$ cat config.mk
export PLATFORM = sky130hd
export DESIGN_NAME = moving_average_filter_flat
export DESIGN_NICKNAME = d
export VERILOG_FILES = /design/src/hdl/mavg_pkg.sv /design/src/hdl/mavg_in_if.sv /design/src/hdl/mavg_out_if.sv /design/src/hdl/mavg_cfg_if.sv /design/src/hdl/mavg_state.sv /design/src/hdl/mavg_div.sv /design/src/hdl/moving_average_filter.sv /design/src/flat_wrapper.sv
export SDC_FILE = /design/constraint.sdc
export NUM_CORES = 1
export LEC_CHECK = 0
export CORE_UTILIZATION = 40
export CTS_CLUSTER_SIZE = 8
export DETAILED_ROUTE_END_ITERATION = 8
export DONT_BUFFER_PORTS = 1
export HOLD_SLACK_MARGIN = 0.06
export PLACE_DENSITY = 0.64
export SETUP_SLACK_MARGIN = 0.3
export SYNTH_ARGS = -nofsm -noshare
export SYNTH_HDL_FRONTEND = slang
export SYNTH_SLANG_ARGS = --single-unit
$ cat constraint.sdc
create_clock -name clk -period 12.48 [get_ports clk]
set_input_delay 2.496 -clock clk [delete_from_list [all_inputs] [get_ports clk]]
set_output_delay 2.496 -clock clk [all_outputs]
set_load 0.03 [all_outputs]
$ cat src/hdl/mavg_pkg.sv
// ----------------------------------------------------------------------------
// mavg_pkg: shared constants and types for the moving-average filter
// Field widths, register indexes and the update word passed to the
// averaging state.
// ----------------------------------------------------------------------------
`default_nettype none

package mavg_pkg;

  localparam int MAX_TAPS    = 16;
  localparam int SAMPLE_W    = 16;
  // tap_count as written on the config port
  localparam int TAP_FIELD_W = 5;
  // holds 1..MAX_TAPS
  localparam int TAP_W       = $clog2(MAX_TAPS + 1);
  // ring position 0..MAX_TAPS-1
  localparam int POS_W       = (MAX_TAPS > 1) ? $clog2(MAX_TAPS) : 1;
  localparam int SUM_W       = SAMPLE_W + POS_W;
  localparam int DCNT_W      = $clog2(SUM_W + 1);

  localparam int CFG_IDX_W   = 8;
  localparam int CFG_DATA_W  = 8;

  localparam logic [CFG_IDX_W-1:0] REG_FILTER_MODE = CFG_IDX_W'(0);
  localparam logic [CFG_IDX_W-1:0] REG_TAP_COUNT   = CFG_IDX_W'(1);

  localparam logic MODE_BYPASS  = 1'b0;
  localparam logic MODE_AVERAGE = 1'b1;

  typedef struct packed {
    logic                upd;
    logic [SAMPLE_W-1:0] sample;
  } mavg_upd_t;

endpackage

`default_nettype wire

$ cat src/hdl/mavg_in_if.sv
// ----------------------------------------------------------------------------
// mavg_in_if: input sample channel
// valid/ready handshake carrying one sample word.
// ----------------------------------------------------------------------------
`default_nettype none

interface mavg_in_if
  import mavg_pkg::*;
  ();
  logic                valid;
  logic                ready;
  logic [SAMPLE_W-1:0] sample_in;

  modport source (output valid, output sample_in, input ready);
  modport sink   (input valid, input sample_in, output ready);
endinterface

`default_nettype wire

$ cat src/hdl/mavg_out_if.sv
// ----------------------------------------------------------------------------
// mavg_out_if: output sample channel
// valid/ready handshake carrying one result word.
// ----------------------------------------------------------------------------
`default_nettype none

interface mavg_out_if
  import mavg_pkg::*;
  ();
  logic                valid;
  logic                ready;
  logic [SAMPLE_W-1:0] sample_out;

  modport source (output valid, output sample_out, input ready);
  modport sink   (input valid, input sample_out, output ready);
endinterface

`default_nettype wire

$ cat src/hdl/mavg_cfg_if.sv
// ----------------------------------------------------------------------------
// mavg_cfg_if: configuration write channel
// valid/ready handshake carrying a register index and write data.
// ----------------------------------------------------------------------------
`default_nettype none

interface mavg_cfg_if
  import mavg_pkg::*;
  ();
  logic                  valid;
  logic                  ready;
  logic [CFG_IDX_W-1:0]  index;
  logic [CFG_DATA_W-1:0] data;

  modport source (output valid, output index, output data, input ready);
  modport sink   (input valid, input index, input data, output ready);
endinterface

`default_nettype wire

$ cat src/hdl/mavg_state.sv
// ----------------------------------------------------------------------------
// mavg_state: configuration registers and averaging state
// Holds mode, tap count, sample ring, running sum, write position and
// fill count. One update per averaged sample.
// ----------------------------------------------------------------------------
`default_nettype none

module mavg_state
  import mavg_pkg::*;
(
  input  wire logic        clk,
  input  wire logic        rst,
  mavg_cfg_if.sink         cfg,
  input  wire mavg_upd_t   upd,
  output logic             mode,
  output logic [SUM_W-1:0] sum,
  output logic [TAP_W-1:0] fill
);

  logic [SAMPLE_W-1:0] ring [MAX_TAPS];
  logic [TAP_W-1:0]    tap;
  logic [POS_W-1:0]    wp;

  logic                full;
  logic [SAMPLE_W-1:0] oldest;
  logic [SUM_W-1:0]    sum_next;
  logic [TAP_W-1:0]    wp_inc;
  logic [POS_W-1:0]    wp_next;
  logic [TAP_W-1:0]    fill_next;
  logic [TAP_FIELD_W-1:0] tap_wr;
  logic [TAP_W-1:0]    tap_clamped;

  assign cfg.ready = 1'b1;

  always_comb begin
    full      = (fill == tap);
    oldest    = full ? ring[wp] : '0;
    sum_next  = sum - SUM_W'(oldest) + SUM_W'(upd.sample);
    wp_inc    = TAP_W'(wp) + TAP_W'(1);
    wp_next   = (wp_inc >= tap) ? '0 : wp_inc[POS_W-1:0];
    fill_next = full ? fill : fill + TAP_W'(1);
  end

  // clamp tap_count into 1..MAX_TAPS
  always_comb begin
    tap_wr = cfg.data[TAP_FIELD_W-1:0];
    if (tap_wr == '0) begin
      tap_clamped = TAP_W'(1);
    end else if (int'(tap_wr) > MAX_TAPS) begin
      tap_clamped = TAP_W'(MAX_TAPS);
    end else begin
      tap_clamped = TAP_W'(tap_wr);
    end
  end

  always_ff @(posedge clk) begin
    if (rst) begin
      mode <= MODE_BYPASS;
      tap  <= TAP_W'(1);
      sum  <= '0;
      wp   <= '0;
      fill <= '0;
    end else if (cfg.valid) begin
      unique case (cfg.index)
        REG_FILTER_MODE: begin
          mode <= cfg.data[0];
          sum  <= '0;
          wp   <= '0;
          fill <= '0;
        end
        REG_TAP_COUNT: begin
          tap  <= tap_clamped;
          sum  <= '0;
          wp   <= '0;
          fill <= '0;
        end
        default: ;
      endcase
    end else if (upd.upd) begin
      sum  <= sum_next;
      wp   <= wp_next;
      fill <= fill_next;
    end
  end

  // entries are only read once written since the last clear
  always_ff @(posedge clk) begin
    if (upd.upd) begin
      ring[wp] <= upd.sample;
    end
  end

endmodule

`default_nettype wire

$ cat src/hdl/mavg_div.sv
// ----------------------------------------------------------------------------
// mavg_div: bit-serial restoring divider
// Shifts the dividend out one bit per cycle, one quotient bit back in,
// until all SUM_W dividend bits are replaced by quotient bits.
// ----------------------------------------------------------------------------
`default_nettype none

module mavg_div
  import mavg_pkg::*;
(
  input  wire logic             clk,
  input  wire logic             rst,
  input  wire logic             start,
  input  wire logic [SUM_W-1:0] dividend,
  input  wire logic [TAP_W-1:0] divisor,
  output logic                  done,
  output logic [SUM_W-1:0]      quotient
);

  logic [TAP_W-1:0]  dvs;
  logic [TAP_W:0]    rem;
  logic [DCNT_W-1:0] cnt;
  logic              busy;

  logic [TAP_W:0]    rem_sh;
  logic              take;

  always_comb begin
    rem_sh = {rem[TAP_W-1:0], quotient[SUM_W-1]};
    take   = (rem_sh >= {1'b0, dvs});
  end

  always_ff @(posedge clk) begin
    if (rst) begin
      busy <= 1'b0;
      done <= 1'b0;
      cnt  <= '0;
    end else begin
      done <= 1'b0;
      if (start) begin
        busy <= 1'b1;
        cnt  <= DCNT_W'(SUM_W);
      end else if (busy) begin
        cnt <= cnt - DCNT_W'(1);
        if (cnt == DCNT_W'(1)) begin
          busy <= 1'b0;
          done <= 1'b1;
        end
      end
    end
  end

  always_ff @(posedge clk) begin
    if (start) begin
      quotient <= dividend;
      rem      <= '0;
      dvs      <= divisor;
    end else if (busy) begin
      quotient <= {quotient[SUM_W-2:0], take};
      rem      <= take ? (rem_sh - {1'b0, dvs}) : rem_sh;
    end
  end

endmodule

`default_nettype wire

$ cat src/hdl/moving_average_filter.sv
// ----------------------------------------------------------------------------
// moving_average_filter: 16-bit moving-average filter with bypass
// One sample word in, one result word out, valid/ready on both channels.
// ----------------------------------------------------------------------------
// Channels: din takes samples, dout returns one result per sample, cfg
// writes filter_mode (index 0) and tap_count (index 1, clamped to
// 1..MAX_TAPS). cfg is always ready; write it only while no sample is in
// flight. A write to either register restarts averaging from an empty window.
// Bypass: the sample is registered into result on acceptance and then
// loaded into the output register; din takes no new word until that load.
// Averaging: the accepting edge updates ring and running sum, the next
// edge loads the bit-serial divider, which then runs at one quotient bit
// per cycle over all SUM_W (20) bits; its done flag moves the quotient
// into the result register, which then loads the output register. din
// takes no new word until the result has moved into the output register.
// The output register decouples the sides: din accepts the next word
// while a result waits on dout; if dout stalls, the finished result is
// held and din stays low-ready until it moves into the output register.
// Reset (rst, synchronous): bypass mode, tap_count 1, empty window,
// no result pending.
// ----------------------------------------------------------------------------
`default_nettype none

module moving_average_filter
  import mavg_pkg::*;
(
  input  wire logic clk,
  input  wire logic rst,
  mavg_in_if.sink   din,
  mavg_out_if.source dout,
  mavg_cfg_if.sink  cfg
);

  typedef enum logic [1:0] {
    ST_IDLE,
    ST_START,
    ST_DIV,
    ST_DONE
  } state_t;

  state_t              state;
  logic [SAMPLE_W-1:0] result;
  mavg_upd_t           upd;
  logic                mode;
  logic [SUM_W-1:0]    sum;
  logic [TAP_W-1:0]    fill;
  logic                div_start;
  logic                div_done;
  logic [SUM_W-1:0]    quotient;
  logic                in_take;
  logic                out_free;
  logic                out_load;

  assign din.ready = (state == ST_IDLE);
  assign in_take   = din.valid && din.ready;
  assign out_free  = !dout.valid || dout.ready;
  assign out_load  = (state == ST_DONE) && out_free;
  assign div_start = (state == ST_START);

  always_comb begin
    upd.upd    = in_take && (mode == MODE_AVERAGE);
    upd.sample = din.sample_in;
  end

  mavg_state u_state (
    .clk  (clk),
    .rst  (rst),
    .cfg  (cfg),
    .upd  (upd),
    .mode (mode),
    .sum  (sum),
    .fill (fill)
  );

  mavg_div u_div (
    .clk      (clk),
    .rst      (rst),
    .start    (div_start),
    .dividend (sum),
    .divisor  (fill),
    .done     (div_done),
    .quotient (quotient)
  );

  always_ff @(posedge clk) begin
    if (rst) begin
      state      <= ST_IDLE;
      dout.valid <= 1'b0;
    end else begin
      if (out_load) begin
        dout.valid <= 1'b1;
      end else if (dout.ready) begin
        dout.valid <= 1'b0;
      end
      unique case (state)
        ST_IDLE: begin
          if (in_take) begin
            if (mode == MODE_AVERAGE) begin
              state <= ST_START;
            end else begin
              result <= din.sample_in;
              state  <= ST_DONE;
            end
          end
        end
        ST_START: begin
          state <= ST_DIV;
        end
        ST_DIV: begin
          if (div_done) begin
            result <= quotient[SAMPLE_W-1:0];
            state  <= ST_DONE;
          end
        end
        ST_DONE: begin
          if (out_free) begin
            dout.sample_out <= result;
            state           <= ST_IDLE;
          end
        end
        default: state <= ST_IDLE;
      endcase
    end
  end

endmodule

`default_nettype wire

$ cat src/flat_wrapper.sv
// flat-port wrapper written by rule: the top's interface ports become plain ports
module moving_average_filter_flat import mavg_pkg::*;
  (clk, rst, din_valid, din_sample_in, din_ready, dout_valid, dout_sample_out, dout_ready, cfg_valid, cfg_index, cfg_data, cfg_ready);
  mavg_in_if din_i ();
  mavg_out_if dout_i ();
  mavg_cfg_if cfg_i ();
  input  wire logic clk;
  input  wire logic rst;
  input wire logic [$bits(din_i.valid)-1:0] din_valid;
  input wire logic [$bits(din_i.sample_in)-1:0] din_sample_in;
  output wire logic [$bits(din_i.ready)-1:0] din_ready;
  output wire logic [$bits(dout_i.valid)-1:0] dout_valid;
  output wire logic [$bits(dout_i.sample_out)-1:0] dout_sample_out;
  input wire logic [$bits(dout_i.ready)-1:0] dout_ready;
  input wire logic [$bits(cfg_i.valid)-1:0] cfg_valid;
  input wire logic [$bits(cfg_i.index)-1:0] cfg_index;
  input wire logic [$bits(cfg_i.data)-1:0] cfg_data;
  output wire logic [$bits(cfg_i.ready)-1:0] cfg_ready;
  assign din_i.valid = din_valid;
  assign din_i.sample_in = din_sample_in;
  assign din_ready = din_i.ready;
  assign dout_valid = dout_i.valid;
  assign dout_sample_out = dout_i.sample_out;
  assign dout_i.ready = dout_ready;
  assign cfg_i.valid = cfg_valid;
  assign cfg_i.index = cfg_index;
  assign cfg_i.data = cfg_data;
  assign cfg_ready = cfg_i.ready;
  moving_average_filter u_core (.clk(clk), .rst(rst), .din(din_i), .dout(dout_i), .cfg(cfg_i));
endmodule
After elaboration in Yosys (flattened, before gate mapping)
Memories as Yosys holds them, arrays and structs flattened. A register that Yosys moved wholly into a read port is not among the register bits.
Cells that the tools add are included.
Widths: inputs -> output; s select.
{ "totals": {"reg_bits": 107, "ram_bits": 256, "in_bits": 37, "output_inout_bits": 19, "elab_cells": 100, "mem_count": 1} }
{ "mem_list": {"columns": ["memory", "depth", "word_bits", "read_ports", "rd_clocked_by_memory_dff", "write_ports", "line", "source"], "rows": [
  ["u_core.u_state.ring", 16, 16, 1, 1, 1, "mavg_state.sv:20", "logic [SAMPLE_W-1:0] ring [MAX_TAPS];"]
]} }
{ "op_classes": {"n_addsub": 6, "n_lt_le_gt_ge": 3, "n_eq_ne": 12, "muxes": 38, "bitwise_logic": 2, "n_reduce_logical": 22} }
{ "ops": {"columns": ["op", "n"], "rows": [
  ["$mux 20", 5],
  ["$mux 16", 4],
  ["$mux 5", 9],
  ["$pmux 16 s2", 1],
  ["$mux 4", 6],
  ["$add 20x16->20", 1],
  ["$sub 20x16->20", 1],
  ["$ne 2x2->1 const B", 5],
  ["$reduce_and 3->1", 3],
  ["$eq 8x1->1 const B", 1],
  ["$logic_not 8->1", 1],
  ["$mux 1", 8],
  ["$mux 2", 4],
  ["$pmux 2 s4", 1],
  ["$reduce_bool 2->1", 4],
  ["$ge 6x5->1", 1],
  ["$reduce_and 2->1", 3],
  ["$add 4x1->5 const B", 1],
  ["$add 5x1->5 const B", 1],
  ["$eq 5x1->1 const B", 1],
  ["$eq 5x5->1", 1],
  ["$ge 5x5->1", 1],
  ["$gt 5x5->1 const B", 1],
  ["$logic_not 5->1", 1],
  ["other kinds (13)", 18]
]} }

Logic depth before layout (Yosys ltp)
{ "logic_depth": {"ltp_word": 7, "ltp_mapped": 17, "ltp_nobuf": 16} }

By module
A second synthesis with hierarchy kept.
{ "unflattened": {"hier_cells": 1001, "hier_area_um2": 16349.4} }
{ "modules_own_cells": {"columns": ["module", "n_inst", "cells_each", "area_each_um2", "seq_area_each_um2"], "rows": [
  ["mavg_state", 1, 788, 13138.9, 8468.1],
  ["mavg_div", 1, 134, 1729.2, 991.0],
  ["moving_average_filter", 1, 79, 1481.4, 1021.0]
]} }

Least setup slack after synthesis
Ideal clock, no wire load.
{ "synth_timing": {"path_type": "input port to flip-flop", "start": "in rst", "end": "reg u_core.result[0] (enable)", "setup_time_ps": 478, "arrival_ps": 5458, "required_ps": 12002, "path_slack_ps": 6544, "stages": 3, "n_path_buf": 2, "path_cell_list": "clkbuf_1 > clkbuf_1 > a2111oi_0"} }
{ "synth_via": {"elab_chain_len": 2} }
{ "synth_lines": {"columns": ["item", "line", "source"], "rows": [
  ["from (decl)", "flat_wrapper.sv:8", "input wire logic rst;"],
  ["$not 1->1 (no line)", null, null],
  ["$reduce_and 5->1 (no line)", null, null],
  ["to (signal assigned)", "moving_average_filter.sv:101", "result <= din.sample_in;"],
  ["to (signal assigned)", "moving_average_filter.sv:111", "result <= quotient[SAMPLE_W-1:0];"],
  ["to (decl)", "moving_average_filter.sv:42", "logic [SAMPLE_W-1:0] result;"]
]} }
No other way between the ends.
A chain may end at the register's enable or synchronous reset.

==> results.json <==
{
  "critPathMaxFanout": 48,
  "cts.path.max_buffers": 3,
  "avgViaCountPerCell": 5.30,
  "place_area_um2": 16600,
  "grt_overflow": 0,
  "grt_pass1_wl_um": 48800,
  "gp_routability_congestion": 0.819,
  "cp_data_required_time_ns": 12.90,
  "setup_violations": 0,
  "final_hold_viol_count": 0,
  "critPathKind": "register to register",
  "netlist_area_um2": 16000,
  "final_area_um2": 18100,
  "fmax_mhz": 188,
  "core-area_um2": 39100,
  "synth_cells": 1002,
  "finalMaxSlewViolations": 0,
  "max-cap-violations": 0,
  "critPathLaunchType": "register",
  "clkTransAtPathRegs_ns": 0.05,
  "drive_above_1_share_pct": 19.1,
  "avgSynthCellArea_um2": 16.0,
  "power_density_nw_per_um2": 170,
  "layout_commonest_cell": "edfxtp_1",
  "grt_max_degree": 65,
  "worstMarginPinSlew_ns": 1.11,
  "synth_edf_count": 313,
  "synth_nets": 1097,
  "clkLatencyLatePin_ns": 0.58,
  "vias": 8324,
  "drc": 0,
  "synthArstFlopShare_pct": 0,
  "num-fill-cells": 3406,
  "grt_use_total_pct": 15.7,
  "placement_rows": 72,
  "dieHeight_um": 202,
  "rsz0062_at_grt": "false",
  "syn2layout_area_growth_pct": 13.0,
  "grt_pass1_vias": 8502,
  "drtIter0Drc": 666,
  "place_hpwl_um": 19700,
  "vdd.ir_drop.worst_mv": 0.0995,
  "clock_skew_ns": 0.0262,
  "period_minus_slack_ns": 5.31,
  "detail_route.wl_per_cell_um": 19.9,
  "diodes": 0,
  "cts_tree": "built",
  "post_cts_buffers": 0,
  "ios": 56,
  "dieWidth_um": 202,
  "antenna_found_initial": 0,
  "cts_root_buf": "clkbuf_16",
  "hold_path.class": "register to register",
  "drt_wl_total_um": 31200,
  "min_period_over_period_pct": 42.5,
  "synthFlopType": "edfxtp_1",
  "drt-pass1-iter-count": 4,
  "cts_hold_buf": 0,
  "final_antenna_net_count": 0,
  "relSlewSlack_pct": 25.4,
  "start_util_pct": 41.0,
  "arrival_ns": 5.73,
  "clkSinkCount": 367,
  "cellLeakagePower_nw": 6.05,
  "end_kind": "register",
  "htree_levels": 2,
  "synth_warnings": 0,
  "ctsResizeCount": 0,
  "cts_made_buffers": 52,
  "numPortBuffers": 0,
  "fin_setup_tns_ns": 0,
  "ys_seq_elements": 367,
  "status": "complete, no violations",
  "die_area_um2": 40800,
  "ys_seq_area_share_pct": 65.5,
  "final_cell_mix": "313 x edfxtp_1, 87 x inv_1, 80 x mux4_2, 56 x nor2_1, 53 x clkbuf_16",
  "finalNetCount": 1131,
  "ys_types": 68
}
==> state kept, by name, indices dropped and copies added (netlist names), named ones only <==
signal / count
u_core.dout.sample_out: 16
u_core.dout.valid: 1
u_core.result: 16
u_core.state: 2
u_core.u_div.busy: 1
u_core.u_div.cnt: 5
u_core.u_div.done: 1
u_core.u_div.dvs: 5
u_core.u_div.quotient: 20
u_core.u_div.rem: 5
u_core.u_state.fill: 5
u_core.u_state.mode: 1
u_core.u_state.ring: 256
u_core.u_state.sum: 20
u_core.u_state.tap: 5
u_core.u_state.wp: 4
==> stage by stage <==
step / hold slack [ns] / std cells / setup slack [ns] / power [mW] / utilization (%)
after global routing: 0.425 / 1571 / 6.73 / 3.21 / 46.3
final: 0.416 / 1571 / 7.17 / 3.08 / 46.3
after detailed placement: 0.405 / 1500 / 7.08 / 1.86 / 42.6
after CTS: 0.417 / 1571 / 7.07 / 3.12 / 46.3
after floorplan: 0.400 / 1002 / 6.54 / 1.79 / -
after global placement: 0.401 / 1500 / 7.07 / 1.85 / 42.6
==> worst max-delay path, cell delays in order, from the launching register on <==
cell and delay, ns:
dfxtp_4 0.58, buf_4 0.82, mux4_2 0.62, mux4_2 0.46
nor2b_1 0.16, fa_1 0.54, inv_1 0.04, ha_1 0.37
a21o_1 0.21, a221oi_1 0.25, o21ai_0 0.13, a211oi_1 0.51
o21ai_0 0.20, xnor2_1 0.16, o21ai_0 0.08
==> layer usage <==
metal  up-vias  wire [um]  global-route usage [%]  part of all wire [%]
met5         -          0                       0                     0
li1       3858          -                       -                     -
met1      4236      13700                    20.8                    44
met2       178      15200                    26.1                    49
met3        52       1570                    2.95                   5.0
met4         0        680                    5.01                   2.2
==> Yosys cell counts, drive strengths merged, types with 2 or more instances <==
cell type	instances	area [um2]
and3	7	53.8
xnor2	17	149
dfxtp	54	1080
edfxtp	313	9400
fa	17	340
a2111oi	4	41.3
a22oi	9	67.6
a31oi	2	12.5
nand4	5	31.3
o21a	3	22.5
nand3	8	40.0
nor2	56	210
ha	41	513
nor3b	4	30.0
o21bai	2	15.0
a311o	2	20.0
and2	3	18.8
a21boi	2	18.8
nor4b	3	32.5
nor2b	23	144
inv	87	327
nor3	15	75.1
nor4	3	18.8
buf	19	124
or4	2	15.0
a21o	9	67.6
xor2	13	114
mux2	22	248
mux2i	7	70.1
nand2b	12	77.6
mux4	80	1800
clkbuf	22	82.6
a211o	2	26.3
a21oi	26	130
o22ai	3	18.8
o21ai	36	180
and4	3	31.3
nand2	42	158
a211oi	7	57.6
==> power breakdown <==
group          switching [mW]  internal (mW)  total, mW
sequential             0.0491           1.45       1.50
combinational           0.189          0.146      0.335
clock                   0.481          0.761       1.24
total                   0.719           2.36       3.08
==> logic make-up after synthesis <==
logic type	synth area share, %
flops	65.5
simple gates	6.02
buf+inv	3.33
compound gates	4.96
mux	13.2
fa+ha+maj	5.33
xor+xnor	1.64
other cells	0.0234
==> final cells by class <==
| type | count | area [um2] | share of cell area, % |
|---|---|---|---|
| multi-input combinational | 507 | 5030 | 27.8 |
| sequential | 367 | 10500 | 57.9 |
| timing repair buffer | 21 | 158 | 0.871 |
| inverter | 87 | 327 | 1.80 |
| tap | 518 | 648 | 3.58 |
| clock buffer | 67 | 1380 | 7.62 |
| clock inverter | 4 | 71.3 | 0.394 |
==> final timing paths <==
| kind | from | to | slack (ns) | cells past startpoint |
|---|---|---|---|---|
| setup / recovery | register | u_core.u_state.sum[18] | 7.17 | 14 |
| hold / removal | u_core.result[3] | u_core.dout.sample_out[3] | 0.42 | 0 |
| setup reg to reg | register | u_core.u_state.sum[18] | 7.17 | 14 |
| hold reg to reg | u_core.result[3] | u_core.dout.sample_out[3] | 0.42 | 0 |
Note: power is estimated with default switching activity, not from simulation.
